`config.mk`:
```
export PLATFORM = sky130hd
export DESIGN_NAME = time_table_message_scheduler_unit
export DESIGN_NICKNAME = d
export VERILOG_FILES = /design/src/hdl/ttms_pkg.sv /design/src/hdl/time_table_message_scheduler_unit.sv
export SDC_FILE = /design/constraint.sdc
export NUM_CORES = 2
export LEC_CHECK = 0
export ABC_CLOCK_PERIOD_IN_PS = 12940
export BUFFER_PORTS_ARGS = -buffer_cell sky130_fd_sc_hd__buf_2
export CAP_MARGIN = 20
export CORE_MARGIN = 1
export CORE_UTILIZATION = 51
export CTS_CLUSTER_DIAMETER = 120
export DETAILED_ROUTE_END_ITERATION = 16
export HOLD_SLACK_MARGIN = 0.08
export PLACE_DENSITY = 0.74
export REMOVE_ABC_BUFFERS = 1
export SLEW_MARGIN = 20
export SYNTH_ARGS = -nofsm -noshare
export SYNTH_HDL_FRONTEND = slang
export SYNTH_SLANG_ARGS = --single-unit
```
`constraint.sdc`:
```
create_clock -name clk -period 12.94 [get_ports clk]
set_clock_uncertainty 0.2 [all_clocks]
set_input_delay 2.588 -clock clk [delete_from_list [all_inputs] [get_ports clk]]
set_output_delay 2.588 -clock clk [all_outputs]
set_load 0.01 [all_outputs]
```
`src/hdl/ttms_pkg.sv`:
```
// types and codes of the time table message scheduler
// used by the top level and the checker, depends on nothing
package ttms_pkg;

	// input item modes
	localparam logic [1:0] MODE_LOAD  = 2'd0;
	localparam logic [1:0] MODE_START = 2'd1;
	localparam logic [1:0] MODE_TICK  = 2'd2;

	// result events
	localparam logic [1:0] EV_NONE       = 2'd0;
	localparam logic [1:0] EV_SEND       = 2'd1;
	localparam logic [1:0] EV_MISS       = 2'd2;
	localparam logic [1:0] EV_ROUND_OVER = 2'd3;

	// configuration register indexes
	localparam logic [1:0] CFG_NUM_CATEGORIES = 2'd0;
	localparam logic [1:0] CFG_HYPER_PERIOD   = 2'd1;
	localparam logic [1:0] CFG_START_SEQUENCE = 2'd2;

	// register reset values
	localparam logic [3:0]  NUM_CATEGORIES_RST = 4'd1;
	localparam logic [31:0] HYPER_PERIOD_RST   = 32'd1000000;
	localparam logic [31:0] START_SEQUENCE_RST = 32'd0;

	typedef struct packed {
		logic [1:0]  mode;
		logic [2:0]  category;
		logic [15:0] period_count;
		logic [15:0] message_limit;
		logic [31:0] now;
	} item_t;

	typedef struct packed {
		logic [1:0]  event_res;
		logic [2:0]  chosen_category;
		logic [15:0] message_index;
		logic [31:0] sequence_number;
	} result_t;

endpackage

```
`src/hdl/time_table_message_scheduler_unit.sv`:
```
// time table message scheduler: sequencer, shared divider and category state
// depends on ttms_pkg
//
// channel  | direction | handshake             | payload
// item     | in        | item_valid/item_stall | ttms_pkg::item_t
// result   | out       | result_valid/result_stall | ttms_pkg::result_t
// cfg      | in        | cfg_we                | cfg_index, cfg_data
//
// one item at a time; a load runs the bit-serial divider (one quotient bit
// per cycle), a start steps through all n categories in use and a tick through
// up to n of them, one category compared per cycle
// reset clears the control state, the category windows, round end and counter
// the next item is taken while a result still waits behind result_stall
module time_table_message_scheduler_unit #(
	parameter int MAX_CATEGORIES = 8
) (
	input  logic              clk,
	input  logic              arst_n,
	input  logic              item_valid,
	output logic              item_stall,
	input  ttms_pkg::item_t   item,
	output logic              result_valid,
	input  logic              result_stall,
	output ttms_pkg::result_t result,
	input  logic              cfg_we,
	input  logic [1:0]        cfg_index,
	input  logic [31:0]       cfg_data
);

	// at most 15 categories can ever be in use
	localparam int DEPTH = (MAX_CATEGORIES < 15) ? MAX_CATEGORIES : 15;
	localparam int IDX_W = (DEPTH > 1) ? $clog2(DEPTH) : 1;
	localparam logic [3:0] DEPTH_N = 4'(DEPTH);

	localparam logic [2:0] ST_IDLE  = 3'd0;
	localparam logic [2:0] ST_DIV   = 3'd1;
	localparam logic [2:0] ST_START = 3'd2;
	localparam logic [2:0] ST_SCAN  = 3'd3;
	localparam logic [2:0] ST_ADV   = 3'd4;
	localparam logic [2:0] ST_DONE  = 3'd5;

	logic [2:0]  state_q;
	logic [3:0]  num_cat_q;
	logic [31:0] hyper_q;
	logic [31:0] seq_cnt_q;
	logic [31:0] round_end_q;
	logic [31:0] now_q;
	logic [3:0]  cat_q;
	logic [2:0]  ld_cat_q;
	logic        ld_ok_q;
	logic [15:0] ld_lim_q;
	logic [15:0] div_rem_q;
	logic [31:0] div_quo_q;
	logic [15:0] div_d_q;
	logic [4:0]  div_cnt_q;
	ttms_pkg::result_t res_q;
	ttms_pkg::result_t out_q;
	logic        out_valid_q;

	logic [31:0] inc_tbl [DEPTH];
	logic [15:0] lim_tbl [DEPTH];
	logic [15:0] next_msg_q [DEPTH];
	logic [31:0] release_q [DEPTH];
	logic [31:0] deadline_q [DEPTH];

	logic        accept;
	logic [3:0]  n_eff;
	logic        cat_last;
	logic [IDX_W-1:0] cat_idx;
	logic [16:0] div_shift;
	logic        div_bit;
	logic [15:0] div_rem_next;
	logic [31:0] div_quo_next;
	logic        div_last;
	logic [31:0] cur_inc;
	logic [15:0] cur_lim;
	logic [15:0] cur_next;
	logic [31:0] cur_rel;
	logic [31:0] cur_dl;
	logic [15:0] nm_inc;
	logic        hit_miss;
	logic        hit_send;
	logic        out_free;

	assign accept     = item_valid && !item_stall;
	assign item_stall = (state_q != ST_IDLE);
	assign n_eff      = (num_cat_q > DEPTH_N) ? DEPTH_N : num_cat_q;
	assign cat_last   = ((cat_q + 4'd1) == n_eff);
	assign cat_idx    = cat_q[IDX_W-1:0];
	assign out_free   = !out_valid_q || !result_stall;

	// one restoring divide step per cycle
	always_comb begin
		div_shift    = {div_rem_q, div_quo_q[31]};
		div_bit      = (div_shift >= {1'b0, div_d_q});
		div_rem_next = div_bit ? 16'(div_shift - {1'b0, div_d_q}) : div_shift[15:0];
		div_quo_next = {div_quo_q[30:0], div_bit};
		div_last     = (div_cnt_q == 5'd31);
	end

	// current category entry
	always_comb begin
		cur_inc  = inc_tbl[cat_idx];
		cur_lim  = lim_tbl[cat_idx];
		cur_next = next_msg_q[cat_idx];
		cur_rel  = release_q[cat_idx];
		cur_dl   = deadline_q[cat_idx];
		nm_inc   = cur_next + 16'd1;
		hit_miss = (now_q > cur_dl);
		hit_send = !hit_miss && (now_q > cur_rel);
	end

	// increment and limit tables, written at the end of a load
	always_ff @(posedge clk) begin
		if (state_q == ST_DIV && div_last && ld_ok_q) begin
			for (int e = 0; e < DEPTH; e++) begin
				if (int'(ld_cat_q) == e) begin
					inc_tbl[e] <= div_quo_next;
					lim_tbl[e] <= ld_lim_q;
				end
			end
		end
	end

	// category windows
	always_ff @(posedge clk or negedge arst_n) begin
		if (!arst_n) begin
			for (int e = 0; e < DEPTH; e++) begin
				next_msg_q[e] <= '0;
				release_q[e]  <= '0;
				deadline_q[e] <= '0;
			end
		end else begin
			for (int e = 0; e < DEPTH; e++) begin
				if (cat_idx == IDX_W'(e)) begin
					if (state_q == ST_START) begin
						next_msg_q[e] <= '0;
						if (cur_lim == 16'd0) begin
							release_q[e]  <= round_end_q;
							deadline_q[e] <= round_end_q;
						end else begin
							release_q[e]  <= now_q;
							deadline_q[e] <= now_q + cur_inc;
						end
					end else if (state_q == ST_ADV) begin
						next_msg_q[e] <= nm_inc;
						if (nm_inc < cur_lim) begin
							release_q[e]  <= cur_dl + 32'd1;
							deadline_q[e] <= cur_dl + cur_inc;
						end else begin
							release_q[e]  <= round_end_q;
							deadline_q[e] <= round_end_q;
						end
					end
				end
			end
		end
	end

	// sequencer, registers and output stage
	always_ff @(posedge clk or negedge arst_n) begin
		if (!arst_n) begin
			state_q     <= ST_IDLE;
			num_cat_q   <= ttms_pkg::NUM_CATEGORIES_RST;
			hyper_q     <= ttms_pkg::HYPER_PERIOD_RST;
			seq_cnt_q   <= ttms_pkg::START_SEQUENCE_RST;
			round_end_q <= '0;
			now_q       <= '0;
			cat_q       <= '0;
			ld_cat_q    <= '0;
			ld_ok_q     <= 1'b0;
			ld_lim_q    <= '0;
			div_rem_q   <= '0;
			div_quo_q   <= '0;
			div_d_q     <= '0;
			div_cnt_q   <= '0;
			res_q       <= '0;
			out_q       <= '0;
			out_valid_q <= 1'b0;
		end else begin
			// configuration writes
			if (cfg_we) begin
				unique case (cfg_index)
					ttms_pkg::CFG_NUM_CATEGORIES: num_cat_q <= cfg_data[3:0];
					ttms_pkg::CFG_HYPER_PERIOD:   hyper_q   <= cfg_data;
					ttms_pkg::CFG_START_SEQUENCE: seq_cnt_q <= cfg_data;
					default: ;
				endcase
			end

			// output register drains unless a new result replaces it
			if (out_valid_q && !result_stall && state_q != ST_DONE) begin
				out_valid_q <= 1'b0;
			end

			unique case (state_q)
				ST_IDLE: begin
					if (accept) begin
						now_q <= item.now;
						cat_q <= '0;
						unique case (item.mode)
							ttms_pkg::MODE_LOAD: begin
								res_q     <= '0;
								ld_cat_q  <= item.category;
								ld_ok_q   <= (int'(item.category) < MAX_CATEGORIES);
								ld_lim_q  <= item.message_limit;
								div_rem_q <= '0;
								div_quo_q <= hyper_q;
								div_d_q   <= (item.period_count == 16'd0) ? 16'd1
									: item.period_count;
								div_cnt_q <= '0;
								state_q   <= ST_DIV;
							end
							ttms_pkg::MODE_START: begin
								res_q       <= '0;
								round_end_q <= item.now + hyper_q;
								state_q     <= (n_eff == 4'd0) ? ST_DONE : ST_START;
							end
							ttms_pkg::MODE_TICK: begin
								if (item.now >= round_end_q) begin
									res_q <= '{event_res: ttms_pkg::EV_ROUND_OVER,
										chosen_category: 3'd0, message_index: 16'd0,
										sequence_number: 32'd0};
									state_q <= ST_DONE;
								end else begin
									res_q   <= '0;
									state_q <= (n_eff == 4'd0) ? ST_DONE : ST_SCAN;
								end
							end
							default: begin
								res_q   <= '0;
								state_q <= ST_DONE;
							end
						endcase
					end
				end
				ST_DIV: begin
					div_rem_q <= div_rem_next;
					div_quo_q <= div_quo_next;
					div_cnt_q <= div_cnt_q + 5'd1;
					if (div_last) begin
						state_q <= ST_DONE;
					end
				end
				ST_START: begin
					cat_q <= cat_q + 4'd1;
					if (cat_last) begin
						state_q <= ST_DONE;
					end
				end
				ST_SCAN: begin
					if (hit_miss || hit_send) begin
						res_q.event_res       <= hit_miss ? ttms_pkg::EV_MISS
							: ttms_pkg::EV_SEND;
						res_q.chosen_category <= cat_q[2:0];
						res_q.message_index   <= cur_next;
						if (hit_send) begin
							res_q.sequence_number <= seq_cnt_q;
							seq_cnt_q             <= seq_cnt_q + 32'd1;
						end
						state_q <= ST_ADV;
					end else if (cat_last) begin
						state_q <= ST_DONE;
					end else begin
						cat_q <= cat_q + 4'd1;
					end
				end
				ST_ADV: begin
					state_q <= ST_DONE;
				end
				ST_DONE: begin
					if (out_free) begin
						out_q       <= res_q;
						out_valid_q <= 1'b1;
						state_q     <= ST_IDLE;
					end
				end
				default: state_q <= ST_IDLE;
			endcase
		end
	end

	assign result_valid = out_valid_q;
	assign result       = out_q;

endmodule

```
* Word-level counts from Yosys, hierarchy flattened
Memories as Yosys holds them, arrays and structs flattened.
Index checks and enable logic that the tools add are counted.
** Storage, ports and cells
- Logic and storage cells :: 284
- Register bits after elaboration :: 975
- Bits in writable memories :: 384
- Output and inout bits :: 55
- Memory bits (read-only) :: 0
- Bits of input ports :: 108
- Memories :: 2
- Bits in latches :: 0
** Memories
- inc_tbl :: depth 8, bits a word 32, rd ports 1, clocked after memory_dff 0, wr ports 1, line time_table_message_scheduler_unit.sv:60 : logic [31:0] inc_tbl [DEPTH];
- lim_tbl :: depth 8, bits a word 16, rd ports 1, clocked after memory_dff 0, wr ports 1, line time_table_message_scheduler_unit.sv:61 : logic [15:0] lim_tbl [DEPTH];
** Operators by class
- Divide/modulo/power cells :: 0
- $lt $le $gt $ge :: 7
- Equality and inequality tests :: 34
- Shifts and indexed selects :: 0
- $mul :: 0
- Bitwise gates (word level) :: 1
- Mux-type cells :: 126
- Add/sub/neg operators :: 9
- Reduce and logical (&&, ||, !) cells :: 58
** Operators by type and width (number)
- $mux 32 :: 27
- $mux 16 :: 15
- $reduce_or 32->1 :: 7
- $mux 53 :: 4
- $bmux 32 s3 :: 2
- $reduce_or 16->1 :: 7
- $pmux 53 s2 :: 1
- $add 32x32->32 :: 3
- $mux 3 :: 22
- $add 32x1->32 const B :: 2
- $gt 32x32->1 :: 2
- $pmux 32 s2 :: 1
- $bmux 16 s3 :: 1
- $mux 1 :: 41
- $ge 32x32->1 :: 1
- $logic_not 16->1 :: 2
- $pmux 16 s2 :: 1
- $eq 3x3->1 const B :: 10
- $reduce_and 2->1 :: 12
- $eq 3x2->1 const B :: 6
- $pmux 3 s6 :: 1
- $ge 17x16->1 :: 1
- $add 16x1->16 const B :: 1
- $lt 16x16->1 :: 1
- other kinds (30) :: 64

* Longest topological paths before layout
- Depth in word-level cells :: 13
- Mapped depth :: 24
- Gate-level depth less buffers :: 19

* Worst setup path after synthesis
OpenSTA, ideal clock, no wires.
- Path type :: register -> register
- Start point :: register cat_q[0]
- End point :: register deadline_q[191] (netlist name)
- Clock period less this slack :: 5.843 ns
- Data arrival time :: 5.577 ns
- Stages on the path, launching flop included :: 22
- Setup slack :: 7.097 ns
- Data required time :: 12.674 ns
- Path buffers :: 8
- Setup time :: 0.066 ns
- Cells stage by stage :: dfrtp_1 -> buf_6 -> buf_6 -> buf_6 -> buf_6 -> buf_2 -> buf_2 -> buf_1 -> mux4_2 -> nand2_1 -> nand2_1 -> ha_1 -> clkbuf_1 -> nand4_1 -> a2111o_1 -> o311a_1 -> a32oi_1 -> nor2b_1 -> a311oi_1 -> mux2i_1 -> a211oi_2 -> mux2_2
** Between the ends
- Longest elaborated chain between the ends :: 9
- Elaborated cells between the ends (all ways) :: 20
- Those cells by class :: add/sub (3); order compare (1); eq/ne (1); mux (10); bitwise (1); reduce/logical (2); memory (2)
** Ends and longest elaborated chain
- start, declared :: line time_table_message_scheduler_unit.sv:48 : logic [3:0] cat_q;
- start signal, assigned :: line time_table_message_scheduler_unit.sv:246 : cat_q <= cat_q + 4'd1;
- start signal, assigned :: line time_table_message_scheduler_unit.sv:265 : cat_q <= cat_q + 4'd1;
- $not 3->4 (implied by the code) :: line time_table_message_scheduler_unit.sv:105, time_table_message_scheduler_unit.sv:107
- $bmux 16 s3 :: line time_table_message_scheduler_unit.sv:105 : cur_next = next_msg_q[cat_idx];
- $mux 16 (implied by the code) (2 in series) :: line time_table_message_scheduler_unit.sv:105
- $add 16x1->16 :: line time_table_message_scheduler_unit.sv:108 : nm_inc = cur_next + 16'd1;
- $lt 16x16->1 :: line time_table_message_scheduler_unit.sv:147 : if (nm_inc < cur_lim) begin
- $mux 32 :: line time_table_message_scheduler_unit.sv:147
- $mux 32 :: line time_table_message_scheduler_unit.sv:145 : end else if (state_q == ST_ADV) begin
- $mux 32 :: line time_table_message_scheduler_unit.sv:136 : if (state_q == ST_START) begin
- end signal, assigned by index :: line time_table_message_scheduler_unit.sv:140 : deadline_q[e] <= round_end_q;
- end signal, assigned by index :: line time_table_message_scheduler_unit.sv:149 : deadline_q[e] <= cur_dl + cur_inc;
- end signal, assigned by index :: line time_table_message_scheduler_unit.sv:152 : deadline_q[e] <= round_end_q;
- end, declared :: line time_table_message_scheduler_unit.sv:64 : logic [31:0] deadline_q [DEPTH];
Several ways; a longest one is shown, not always the timed one. The select of a mux whose other input is x is not followed.
A chain may end at the register's enable or synchronous reset.

* Worst setup path in the final report
- Start point :: register cat_q[0]
- End point :: register deadline_q[186] (netlist name)
The elaborated chain is that of the path after synthesis.

==> results.sh <==
export IMPL_synthArstFlopShare=0.7174
export IMPL_vdd_drop_max_uv=161.2
export IMPL_n_fill_cell=10340
export IMPL_ant_nets=0
export IMPL_syn_inst=5691
export IMPL_grt_pass1_wl_um=279800
export IMPL_final_setup_tns_ns=0
export IMPL_min_path_type="flip-flop to flip-flop"
export IMPL_synth_fa_ha_area_frac=0.04481
export IMPL_antenna_found_initial=12
export IMPL_slew_headroom=0.2790
export IMPL_via_count=46700
export IMPL_setup_viol=0
export IMPL_place_inst=7319
export IMPL_grt_overflow=0
export IMPL_core_um2=128200
export IMPL_synth_edf_count=384
export IMPL_synth_top_family_by_area="multiplexers"
export IMPL_worst_pin_slew_ns=1.082
export IMPL_max_freq_mhz=130.2
export IMPL_synthMuxAreaShare=0.1500
export IMPL_drtPass1Iterations=5
export IMPL_grt_use_met2=0.4344
export IMPL_cp_data_arrival_time_ns=8.09
export IMPL_synthesis_area_um2=66290
export IMPL_synth_avg_cell_area_um2=11.65
export IMPL_final_cell_mix="nand2_1, dfrtp_1, o21ai_0, edfxtp_1, mux4_2"
export IMPL_clock_latency_ns=0.80
export IMPL_wire_per_inst_um=23.74
export IMPL_placedInstanceArea_um2=68600
export IMPL_cts_repair_resized=0
export IMPL_crit_path_start_kind="flip-flop"
export IMPL_io_pins=163
export IMPL_viasPerCell=6.158
export IMPL_clock_sinks=1359
export IMPL_hold_worst_slack_ns=0.2717
export IMPL_final_core_util=0.5733
export IMPL_ys_seq_area_frac=0.5421
export IMPL_synth_compound_area_share=0.1088
export IMPL_hold_viol_final=0
export IMPL_grt_pass1_vias=46850
export IMPL_p_leak_nw=32.13
export IMPL_synth_ff_type="dfrtp_1"
export IMPL_synthSimpleGateAreaFrac=0.1084
export IMPL_ys_seq_elements=1359
export IMPL_totalPowerFinal_mw=19.14
export IMPL_fin_crit_sh=0.5934
export IMPL_tritoncts="yes"
export IMPL_synth_xor_area_frac=0.01678
export IMPL_cts_path_max_buffers=3
export IMPL_powerDensity_nw_per_um2=260.5
export IMPL_start_util=0.5172
export IMPL_reg2reg_depth=16
export IMPL_finalWeightedCongestion=1.001
export IMPL_worst_slack_ns=5.261
export IMPL_fin_area_um2=73480
export IMPL_post_cts_buffers=0
export IMPL_drt_iter0_drc=4617
export IMPL_instances_no_fill=7584
export IMPL_dpl_hpwl_um=117000
export IMPL_yosysWarningCount=0
export IMPL_pre_cts_ws_ns=5.323
export IMPL_top_usage_layer="met2"
export IMPL_cts_buffers_inserted=143
export IMPL_fin_crit_ns=7.679
export IMPL_drc=0
export IMPL_use_met1=0.3866
export IMPL_slew_viol_final=0
export IMPL_htreeDepth=4
export IMPL_die_h_um=362.5
export IMPL_cp_end_kind="flip-flop"
export IMPL_required_ns=13.35
export IMPL_cts_root_buf="clkbuf_16"
export IMPL_run_status="finished clean"
export IMPL_clk_pin_slew_ns=0.07
export IMPL_critPathMaxFanout=48
export IMPL_grt_total_usage=0.2782
export IMPL_holdBufCountCts=0
export IMPL_die_area_um2=131400
export IMPL_rows=131
export IMPL_drive_above_1_share=0.1816
export IMPL_syn2layout_area_growth_pct=10.85
export IMPL_die_x_um=362.5
export IMPL_cap_violations=0
export IMPL_final_nets=6079
export IMPL_place_port_buffers=162
export IMPL_crit_type="flip-flop to flip-flop"
export IMPL_hold_depth=2
export IMPL_synth_cell_types=84
export IMPL_layout_commonest_cell="nand2_1"
export IMPL_grtUsageMet3=0.05108
export IMPL_grt_max_degree=179
export IMPL_rsz0062_at_grt="false"
export IMPL_routed_wl_um=180100
-- worst max-delay path, cell delays in order (launching register included) --
cell and delay [ns]:
dfrtp_4 1.10, buf_4 0.70, buf_4 0.75, mux4_2 0.58
mux2i_1 0.48, inv_1 0.18, ha_1 0.42, nand2_1 0.09
o21ai_0 0.29, nand2b_1 0.16, a31oi_1 0.31, nor2_1 0.14
o31ai_1 0.70, a21oi_1 0.23, xnor2_1 0.17, a221oi_1 0.70
o21ai_0 0.22
-- sequential cells by signal (all words and copies together), names as in the netlist, 53 cells and up --
signal / flops
result: 53
next_msg_q: 128
deadline_q: 256
res_q: 53
inc_tbl: 256
release_q: 256
lim_tbl: 128
-- report_power, final --
group	internal, mW	switching, mW
clock	2.47	1.75
sequential	5.48	0.921
combinational	3.28	5.24
-- routing by layer --
metal / routed length (um) / part of all wire
met1: 75260 / 0.42
met2: 83770 / 0.47
met3: 14750 / 0.082
met4: 6271 / 0.035
met5: 25 / 0.00014
-- cell type report --
class / count / area (um^2) / area share
Tap cell: 1729 / 2163 / 0.02944
Clock buffer: 206 / 4183 / 0.05692
Clock inverter: 52 / 668.1 / 0.009093
Timing Repair Buffer: 231 / 1353 / 0.01841
Inverter: 137 / 519.2 / 0.007066
Multi-Input combinational cell: 3864 / 28630 / 0.3897
Sequential cell: 1359 / 35950 / 0.4892
Antenna cell: 6 / 15.01 / 0.0002043
-- cells in the mapped netlist (all sizes together), types with 22 or more instances --
cell | number | area share
a221oi | 38 | 0.0080
and3 | 26 | 0.0025
nand3 | 98 | 0.0074
nor3 | 64 | 0.0048
o21a | 24 | 0.0027
mux2i | 145 | 0.022
nand2 | 1107 | 0.063
mux4 | 256 | 0.087
a21o | 70 | 0.0079
ha | 231 | 0.044
nor2 | 169 | 0.0096
clkbuf | 251 | 0.014
edfxtp | 384 | 0.17
nor2b | 27 | 0.0025
dfrtp | 967 | 0.37
buf | 80 | 0.0071
o21ai | 657 | 0.050
a21oi | 165 | 0.012
or3 | 24 | 0.0023
nand2b | 27 | 0.0025
a211oi | 22 | 0.0026
mux2 | 242 | 0.041
inv | 137 | 0.0078
xnor2 | 81 | 0.011
nand4 | 41 | 0.0039
xor2 | 46 | 0.0061
and2 | 32 | 0.0030
-- path summary, 6_finish.rpt --
kind	start	to	slack, ns
max in group asynchronous	arst_n	deadline_q[212]	8.48
hold / removal	next_msg_q[87]	next_msg_q[87]	0.27
min in group asynchronous	arst_n	result[6]	1.61
hold reg to reg	next_msg_q[87]	next_msg_q[87]	0.27
setup reg to reg	cat_q[0]	deadline_q[186]	5.26
setup / recovery	cat_q[0]	deadline_q[186]	5.26
-- kinds of logic (layout without fill, tap and decap cells) --
family	Yosys count	after routing
AND/OR/NAND/NOR	1679	1679
multiplexers	643	643
adder cells (fa/ha/maj)	235	235
XOR/XNOR	127	127
AO/OA/AOI/OAI	1180	1180
flip-flops	1359	1359
buffers and inverters	468	626
other	0	6
No activity file was read; power rests on OpenSTA's default activity.
